[config.mk]
export PLATFORM = sky130hd
export DESIGN_NAME = mmm_ram
export DESIGN_NICKNAME = d
export VERILOG_FILES = /design/src/rtl/mmm_ram.sv
export SDC_FILE = /design/constraint.sdc
export NUM_CORES = 2
export LEC_CHECK = 0
export BUFFER_PORTS_ARGS = -buffer_cell sky130_fd_sc_hd__buf_2
export CAP_MARGIN = 15
export CORE_ASPECT_RATIO = 0.5
export CORE_MARGIN = 4
export CORE_UTILIZATION = 58
export CTS_CLUSTER_DIAMETER = 150
export DETAILED_ROUTE_END_ITERATION = 10
export GPL_ROUTABILITY_DRIVEN = 0
export PLACE_DENSITY = 0.74
export SLEW_MARGIN = 40
export SYNTH_ARGS = -nofsm -noshare
export SYNTH_HDL_FRONTEND = slang
export SYNTH_SLANG_ARGS = --single-unit
[constraint.sdc]
create_clock -name i_clk -period 9.7 [get_ports i_clk]
set_input_delay 0.97 -clock i_clk [delete_from_list [all_inputs] [get_ports i_clk]]
set_output_delay 0.97 -clock i_clk [all_outputs]
set_load 0.02 [all_outputs]
[src/rtl/mmm_ram.sv]
// ----------------------------------------------------------------------------
// mmm_ram: generic single-write, single-read memory
// One write port and one read port; read data is registered.
// ----------------------------------------------------------------------------
module mmm_ram #(
    parameter int WIDTH = 32,
    parameter int DEPTH = 64,
    parameter int AW    = (DEPTH > 1) ? $clog2(DEPTH) : 1
) (
    input  logic             i_clk,
    input  logic             i_we,
    input  logic [AW-1:0]    i_waddr,
    input  logic [WIDTH-1:0] i_wdata,
    input  logic [AW-1:0]    i_raddr,
    output logic [WIDTH-1:0] o_rdata
);

    logic [WIDTH-1:0] r_mem [DEPTH];
    logic [WIDTH-1:0] r_rdata;

    always_ff @(posedge i_clk) begin
        if (i_we) begin
            r_mem[i_waddr] <= i_wdata;
        end
        r_rdata <= r_mem[i_raddr];
    end

    assign o_rdata = r_rdata;

endmodule

==> results.md <==
- Worst-path clk slew: 0.06 ns
- Max-capacitance violation count: 0
- Row Count: 95
- CTS resizes: 0
- Footprint of the multi-input gates: 16000 um2
- HPWL after DPL: 104000 um
- CTS Buffer Depth: 3
- Count of state elements after synthesis: 2080
- Clk_lat worst skew: 0.79 ns
- Worst setup path class: input pin to flip-flop
- Critical Path Sink Type: flip-flop
- Fin. max-slew vios: 0
- Core Box Area: 134000 um2
- Hold_buf cts: 0
- Asr flop ratio synth: 0
- Setup TNS: 0 ns
- Design area: 87400 um2
- Die X: 528 um
- Dominant synthesized flop cell: edfxtp_1
- Sequential Area: 62100 um2
- CP cell instances: buf_8 > buf_4 > buf_6 > mux4_2 > mux4_2 > o22ai_1 > nor2_1
- CTS root buf: clkbuf_16
- Number of global-route vias before repair: 37800
- RSZ-0062 raised after global routing: no
- CP peak stage delay: 0.78 ns
- Static Leakage: 27.0 nW
- Sequential area share after synthesis: 0.791
- Via density: 7.02
- Most common cell on crit path: mux4_2
- Die ar.: 142000 um2
- Final setup viols: 0
- Layout cells sized above 1: 0.289
- Total Routing Usage GR: 0.287
- H-tree depth: 4
- WP data required: 10.33 ns
- Synth warn: 0
- Setup bufs post-CTS: 0
- Crit path time final: 4.09 ns
- TritonRoute pass-1 iters: 5
- Crit path max-delay cell type: buf_4
- Slew HR: 0.361
- Synthesis-to-finish area growth: 11.3%
- Post-synth EDFFs: 2048
- Nets: 3552
- Routed wire length: 201000 um
- CTS tree: yes
- Largest net degree at the start of global routing: 112
- Tightest Pin Transition: 0.959 ns
- Clock sink count: 2080
- Routed WL per cell: 37.0 um
- Post-Syn Area: 78500 um2
- Initial antenna violation count: 15
- Worst VDD drop: 135 uV
- First-pass GRT wire length: 284000 um
- Final Skew: 0.0170 ns
- Status: finished, final reports clean
- Tcrit/Tclk final: 0.422
- Detail Route Antenna Nets: 0
- Starting DRC count in detailed routing: 6646
- Arr. time, crit path: 4.72 ns
- Overflow after GRT: 0
- Cell count after synthesis: 3324
- Total of fill cells in the finished design: 8227
- Fmax: 245 MHz
- Die height: 268 um
- Critical path launch point type: input pin
- Synth cell types: 34
- I/O Pins: 78
- Class of the worst hold path: input pin to flip-flop
- Port buffer count: 77
- Power Density: 202 nW/um2
- Via count of the routed design: 38200
- CP max FO: 79
- Post-Syn Nets: 3370
- CTS buffer count: 172
- DRC Markers: 0
- Mapped Avg Cell Area: 23.6 um2
- Post-DP Area: 81800 um2
- Hold Vio Cnt, Final: 0
- Starting Density: 0.585
## Yosys cell counts, types with 12 or more instances
cell,count,share of area
nor2_1,137,0.0065
dfxtp_1,32,0.0082
mux2i_1,93,0.012
a22oi_1,12,0.0011
nand2_1,26,0.0012
buf_1,21,0.0010
o22ai_1,84,0.0067
edfxtp_1,2048,0.78
o221ai_1,27,0.0030
mux4_2,544,0.16
clkbuf_1,74,0.0035
buf_2,57,0.0036
buf_4,25,0.0024
a21oi_1,62,0.0040
nor2b_1,15,0.0012
## metal layers
layer / GRT usage / part of all wire / up-vias
li1: - / - / 14600
met1: 0.423 / 0.37 / 20200
met2: 0.421 / 0.46 / 2979
met3: 0.0827 / 0.14 / 421
met4: 0.101 / 0.034 / 8
met5: 0 / 0.00027 / -
## final timing paths
| kind | to | startpoint | cells after the start | slack, ns |
|---|---|---|---|---|
| setup / recovery | o_rdata[13] | i_raddr[1] | 7 | 5.61 |
| hold / removal | r_mem[3][30] | i_wdata[30] | 1 | 0.72 |
| setup reg to reg | o_rdata[14] | r_mem[43][14] | 4 | 7.26 |
| hold reg to reg | o_rdata[8] | r_mem[12][8] | 4 | 0.76 |
## final cells by class
class | count | share of cell area
Clock buffer | 233 | 0.0546
Multi-Input combinational cell | 1062 | 0.183
Clock inverter | 82 | 0.00696
Timing Repair Buffer | 190 | 0.0182
Sequential cell | 2080 | 0.711
Antenna cell | 9 | 0.000258
Tap cell | 1794 | 0.0257
## state kept, by name, summed over array words and instances (netlist names)
| register | flops |
|---|---|
| r_mem | 2048 |
| o_rdata | 32 |
## cells in the final DEF (no fill, tap or decap), types with 8 or more instances in the layout
cell / count
nor2b_1: 13
clkbuf_1: 46
nor2_4: 62
buf_2: 45
edfxtp_1: 2048
buf_16: 8
a311oi_1: 8
clkinv_2: 28
clkbuf_16: 180
buf_6: 8
mux2i_1: 93
buf_4: 120
o221ai_1: 27
mux4_2: 544
clkinv_1: 36
dfxtp_1: 32
a21oi_1: 57
a22oi_1: 12
o22ai_1: 81
bufinv_16: 8
nor2_1: 74
diode_2: 9
nand2_1: 25
## cell families after synthesis
logic type | count (synthesis) | synth area share
compound gates | 202 | 0.0167
buf+inv | 182 | 0.0113
flops | 2080 | 0.791
mux | 637 | 0.168
simple gates | 223 | 0.0127
## critical path: cells and delay by family
kind / cells / cell delay, ns
multiplexers: 2 / 0.93
AO/OA/AOI/OAI: 1 / 0.52
buffers and inverters: 3 / 1.93
AND/OR/NAND/NOR: 1 / 0.16
## power breakdown
part	leakage [nW]	total, W	switching, W	internal, W
Sequential	18.7	0.00998	0.0000368	0.00995
Clock	2.64	0.00675	0.00308	0.00366
Combinational	5.70	0.000927	0.000597	0.000330
## through the flow
| stage | util | hold WS (ns) | power (W) | std cells | setup slack (ns) |
|---|---|---|---|---|---|
| CTS | 0.649 | 0.674 | 0.0177 | 5433 | 5.78 |
| floorplan | - | 0.663 | 0.0107 | 3324 | 5.57 |
| global route | 0.651 | 0.733 | 0.0182 | 5446 | 5.56 |
| finish | 0.651 | 0.716 | 0.0177 | 5450 | 5.61 |
| detailed placement | 0.609 | 0.707 | 0.0111 | 5118 | 4.93 |
| global placement | 0.607 | 0.709 | 0.0111 | 5113 | 4.71 |
No activity file was read; power rests on OpenSTA's default activity.
