[config.mk]
export PLATFORM = sky130hd
export DESIGN_NAME = mmm_mac
export DESIGN_NICKNAME = d
export VERILOG_FILES = /design/src/rtl/mmm_pkg.sv /design/src/rtl/mmm_mac.sv
export SDC_FILE = /design/constraint.sdc
export NUM_CORES = 1
export LEC_CHECK = 0
export BUFFER_PORTS_ARGS = -buffer_cell sky130_fd_sc_hd__buf_2
export CORE_MARGIN = 3
export CORE_UTILIZATION = 25
export CTS_BUF_LIST = sky130_fd_sc_hd__clkbuf_4
export DETAILED_ROUTE_END_ITERATION = 10
export PLACE_DENSITY = 0.45
export SYNTH_ARGS = -nofsm -noshare
export SYNTH_HDL_FRONTEND = slang
export SYNTH_SLANG_ARGS = --single-unit
[constraint.sdc]
create_clock -name i_clk -period 14.8 [get_ports i_clk]
set_input_delay 1.48 -clock i_clk [delete_from_list [all_inputs] [get_ports i_clk]]
set_output_delay 1.48 -clock i_clk [all_outputs]
set_load 0.03 [all_outputs]
[src/rtl/mmm_pkg.sv]
// ----------------------------------------------------------------------------
// mmm_pkg: shared types and constants for the masked matrix multiply
// Command codes, register indexes, field widths and the sequencer types.
// ----------------------------------------------------------------------------
package mmm_pkg;

    localparam int CMD_W     = 2;
    localparam int IDX_W     = 3;
    localparam int DATA_W    = 32;
    localparam int SIZE_W    = 4;
    localparam int CFG_IDX_W = 2;

    localparam logic [CMD_W-1:0] CMD_LOAD_A = 2'd0;
    localparam logic [CMD_W-1:0] CMD_LOAD_B = 2'd1;
    localparam logic [CMD_W-1:0] CMD_START  = 2'd2;

    localparam logic [CFG_IDX_W-1:0] REG_MASK = 2'd0;
    localparam logic [CFG_IDX_W-1:0] REG_SIZE = 2'd1;

    localparam logic [DATA_W-1:0] MASK_RESET = 32'hFFFF_FFFF;
    localparam logic [SIZE_W-1:0] SIZE_RESET = 4'd8;

    typedef enum logic [1:0] {
        ST_IDLE,
        ST_ISSUE,
        ST_DRAIN,
        ST_EMIT
    } t_state;

    // one multiply-accumulate step handed to the shared unit
    typedef struct packed {
        logic issue;
        logic first;
        logic last;
    } t_mac_ctl;

endpackage

[src/rtl/mmm_mac.sv]
// ----------------------------------------------------------------------------
// mmm_mac: shared multiply-accumulate unit
// Multiplies the two read words, registers the low product word, then adds
// it into the running sum and applies the mask. Pulses done after the last
// step of an element.
// ----------------------------------------------------------------------------
module mmm_mac (
    input  logic                      i_clk,
    input  logic                      i_rst_n,
    input  mmm_pkg::t_mac_ctl         i_ctl,
    input  logic [mmm_pkg::DATA_W-1:0] i_a,
    input  logic [mmm_pkg::DATA_W-1:0] i_b,
    input  logic [mmm_pkg::DATA_W-1:0] i_mask,
    output logic [mmm_pkg::DATA_W-1:0] o_acc,
    output logic                      o_done
);

    import mmm_pkg::*;

    // stage 1 lines up with the memory read data, stage 2 with the product
    t_mac_ctl            r_ctl1;
    t_mac_ctl            r_ctl2;
    logic [DATA_W-1:0]   r_prod;
    logic [DATA_W-1:0]   r_acc;
    logic                r_done;
    logic [2*DATA_W-1:0] full_prod;
    logic [DATA_W-1:0]   n_acc;

    // only the low word survives the mask
    assign full_prod = i_a * i_b;
    assign n_acc     = (r_prod + (r_ctl2.first ? '0 : r_acc)) & i_mask;

    always_ff @(posedge i_clk) begin
        if (!i_rst_n) begin
            r_ctl1 <= '0;
            r_ctl2 <= '0;
            r_done <= 1'b0;
        end else begin
            r_ctl1 <= i_ctl;
            r_ctl2 <= r_ctl1;
            r_done <= r_ctl2.issue & r_ctl2.last;
        end
    end

    always_ff @(posedge i_clk) begin
        if (r_ctl1.issue) begin
            r_prod <= full_prod[DATA_W-1:0];
        end
        if (r_ctl2.issue) begin
            r_acc <= n_acc;
        end
    end

    assign o_acc  = r_acc;
    assign o_done = r_done;

endmodule

==> results.sh <==
export IMPL_tns_ns=0
export IMPL_drive_gt1_frac=0.07378
export IMPL_crit_type="primary input to register"
export IMPL_core_area_um2=77590
export IMPL_syn_area_um2=19630
export IMPL_worstPathArrival_ns=8.98
export IMPL_die_x_um=286.2
export IMPL_reg2reg_to="o_acc[30]$_DFFE_PP_"
export IMPL_dieArea_um2=81930
export IMPL_drc_errors=0
export IMPL_worstRegToRegCells=12
export IMPL_grt_pass1_vias=15600
export IMPL_pre_cts_slack_ns=5.509
export IMPL_clock_skew_ns=0.03798
export IMPL_ys_warnings_count=0
export IMPL_drt_pass1_iter_count=5
export IMPL_cpMostUsedCell="fa_1"
export IMPL_insertion_delay_ns=0.55
export IMPL_cts_buffers=9
export IMPL_drv_cap=0
export IMPL_wl_per_cell_um=18.14
export IMPL_r2r_start="r_ctl2[1]$_SDFF_PN0_"
export IMPL_clock_sinks=71
export IMPL_hold_viol_final=0
export IMPL_cts_tree="yes"
export IMPL_maxSlewViolCount=0
export IMPL_yosysTopAreaCell="fa_1"
export IMPL_cts_hold_buf=0
export IMPL_syn_nets=2757
export IMPL_crit_chain="buf_2, and2_1, fa_1, inv_1, fa_1, fa_1, fa_1, inv_1, fa_1, inv_1, fa_1, inv_1, fa_1, fa_1, ha_1, a2111oi_0, o21ai_0, a41oi_1, o21ai_0, a31oi_1, xnor2_1"
export IMPL_fin_ws_ns=6.139
export IMPL_start_util=0.2530
export IMPL_syn_instance_count=2093
export IMPL_cts_htree_levels=3
export IMPL_holdCritStartpoint="r_ctl1[0]$_SDFF_PN0_"
export IMPL_crit_family="adder cells"
export IMPL_dr_first_iter_drc_count=637
export IMPL_synth_distinct_cells=52
export IMPL_hpwl_um=47440
export IMPL_syn2layout_area_growth_pct=9.286
export IMPL_crit_fanout=29
export IMPL_endpoint="r_prod[31]$_DFFE_PP_"
export IMPL_seqCellArea_um2=2063
export IMPL_slowest_stage="a41oi_1"
export IMPL_reg2reg_slack_ns=10.76
export IMPL_vias=13870
export IMPL_relSlewSlack=0.4218
export IMPL_multiInputGateArea_um2=15750
export IMPL_track_usage=0.1462
export IMPL_critPathMaxStageDelay_ns=0.59
export IMPL_num_io_pins=134
export IMPL_period_needed_ns=8.661
export IMPL_rows=102
export IMPL_synthArstFlopShare=0
export IMPL_synth_edff_count=64
export IMPL_routed_wl_um=57990
export IMPL_cts_resized=0
export IMPL_critPathBufInv=5
export IMPL_worst_pin_slew_ns=0.8673
export IMPL_synth_area_leaders="fa_1, ha_1, edfxtp_1"
export IMPL_syn_avg_cell_area_um2=9.380
export IMPL_clockBufferDepth=2
export IMPL_die_h_um=286.2
export IMPL_finalSetupViolCount=0
export IMPL_critPathCaptureType="register"
export IMPL_clock_fmax_ghz=0.1155
export IMPL_synth_top_area_frac=0.4171
export IMPL_path_clk_slew_ns=0.19
export IMPL_final_net_count=2814
export IMPL_rsz0062_at_grt="false"
export IMPL_startpoint="i_b[3]"
export IMPL_period_share=0.5852
export IMPL_cts_root_buf="clkbuf_4"
export IMPL_grt_pass1_wl_um=92120
export IMPL_ys_ff_latch=71
export IMPL_yosysSeqAreaShare=0.1050
export IMPL_grt_max_degree=34
export IMPL_post_cts_setup_buffers=0
export IMPL_crit_path_start_kind="primary input"
export IMPL_antenna_found_initial=2
export IMPL_hp_class="register to register"
export IMPL_portBuffers=133
export IMPL_fillCellCount=8397
export IMPL_ys_flop_type="edfxtp_1"
export IMPL_viasPerCell=4.340
export IMPL_grt_overflow=0
export IMPL_status="complete, no violations"
export IMPL_required_ns=15.12
export IMPL_gp_congestion=0.8404
export IMPL_path_depth=21
export IMPL_detail_route_antenna_nets=0
[worst min path at each step]
stage,end,slack (ns),cells past startpoint
2_1_floorplan,r_ctl2[0]$_SDFF_PN0_,0.41,1
3_3_place_gp,r_ctl2[1]$_SDFF_PN0_,0.42,1
3_5_place_dp,r_ctl2[0]$_SDFF_PN0_,0.43,1
4_1_cts,r_ctl2[0]$_SDFF_PN0_,0.46,1
5_1_grt,r_ctl2[1]$_SDFF_PN0_,0.49,1
6_report,r_ctl2[0]$_SDFF_PN0_,0.46,1
[placed cells by master, fill, tap and decap left out, types with 37 or more instances in the layout]
| master | synthesis | final |
|---|---|---|
| inv_1 | 397 | 397 |
| a21oi_1 | 44 | 44 |
| nand2_1 | 278 | 278 |
| fa_1 | 409 | 409 |
| o21ai_0 | 37 | 37 |
| buf_2 | 0 | 133 |
| and2_1 | 302 | 302 |
| xnor2_1 | 81 | 81 |
| ha_1 | 154 | 154 |
| edfxtp_1 | 64 | 64 |
[stage by stage]
stage | cell area (µm²) | util | cells | hold slack, ns
2_1_floorplan | 19630 | - | 2093 | 0.4118
3_3_place_gp | 21280 | 0.2743 | 3179 | 0.4232
3_5_place_dp | 21280 | 0.2743 | 3179 | 0.4260
4_1_cts | 21450 | 0.2764 | 3195 | 0.4640
5_1_grt | 21450 | 0.2765 | 3196 | 0.4870
6_report | 21460 | 0.2765 | 3197 | 0.4580
[layer usage]
| layer | global-route usage | routed length (µm) |
|---|---|---|
| met5 | 0 | 0 |
| met4 | 0.03045 | 890 |
| met2 | 0.2639 | 29330 |
| met3 | 0.01263 | 1992 |
| met1 | 0.1903 | 25780 |
[layout make-up]
type | count | area share
antenna | 2 | 0.0002333
clock buffer | 9 | 0.003149
clock inverter | 7 | 0.004724
inverter | 397 | 0.06945
multi-input combinational | 1536 | 0.7339
sequential | 71 | 0.09616
tap | 1040 | 0.06065
timing repair buffer | 135 | 0.03172
[synth_stat cells, types with 12 or more instances]
| cell | instances |
|---|---|
| o21a_1 | 12 |
| nand3_1 | 12 |
| inv_1 | 397 |
| xnor2_1 | 81 |
| a21o_1 | 26 |
| ha_1 | 154 |
| a21oi_1 | 44 |
| xor2_1 | 22 |
| nand2_1 | 278 |
| edfxtp_1 | 64 |
| fa_1 | 409 |
| clkbuf_1 | 88 |
| nor2b_1 | 35 |
| and2_1 | 302 |
| nor2_1 | 35 |
| o21ai_0 | 37 |
[flip-flops by register name (all words and copies together), names as in the netlist]
name	flops
r_ctl1	3
r_prod	32
r_ctl2	3
o_acc	32
o_done	1
[logic make-up after synthesis]
logic type	count (synthesis)	synth area share
simple gates	690	0.1793
fa+ha+maj	563	0.5152
compound gates	180	0.06156
buf+inv	486	0.09292
flops	71	0.1050
xor+xnor	103	0.04595
Power is not shown: default switching activity piles up to over one toggle a cycle in this logic, so the estimate is an artifact.
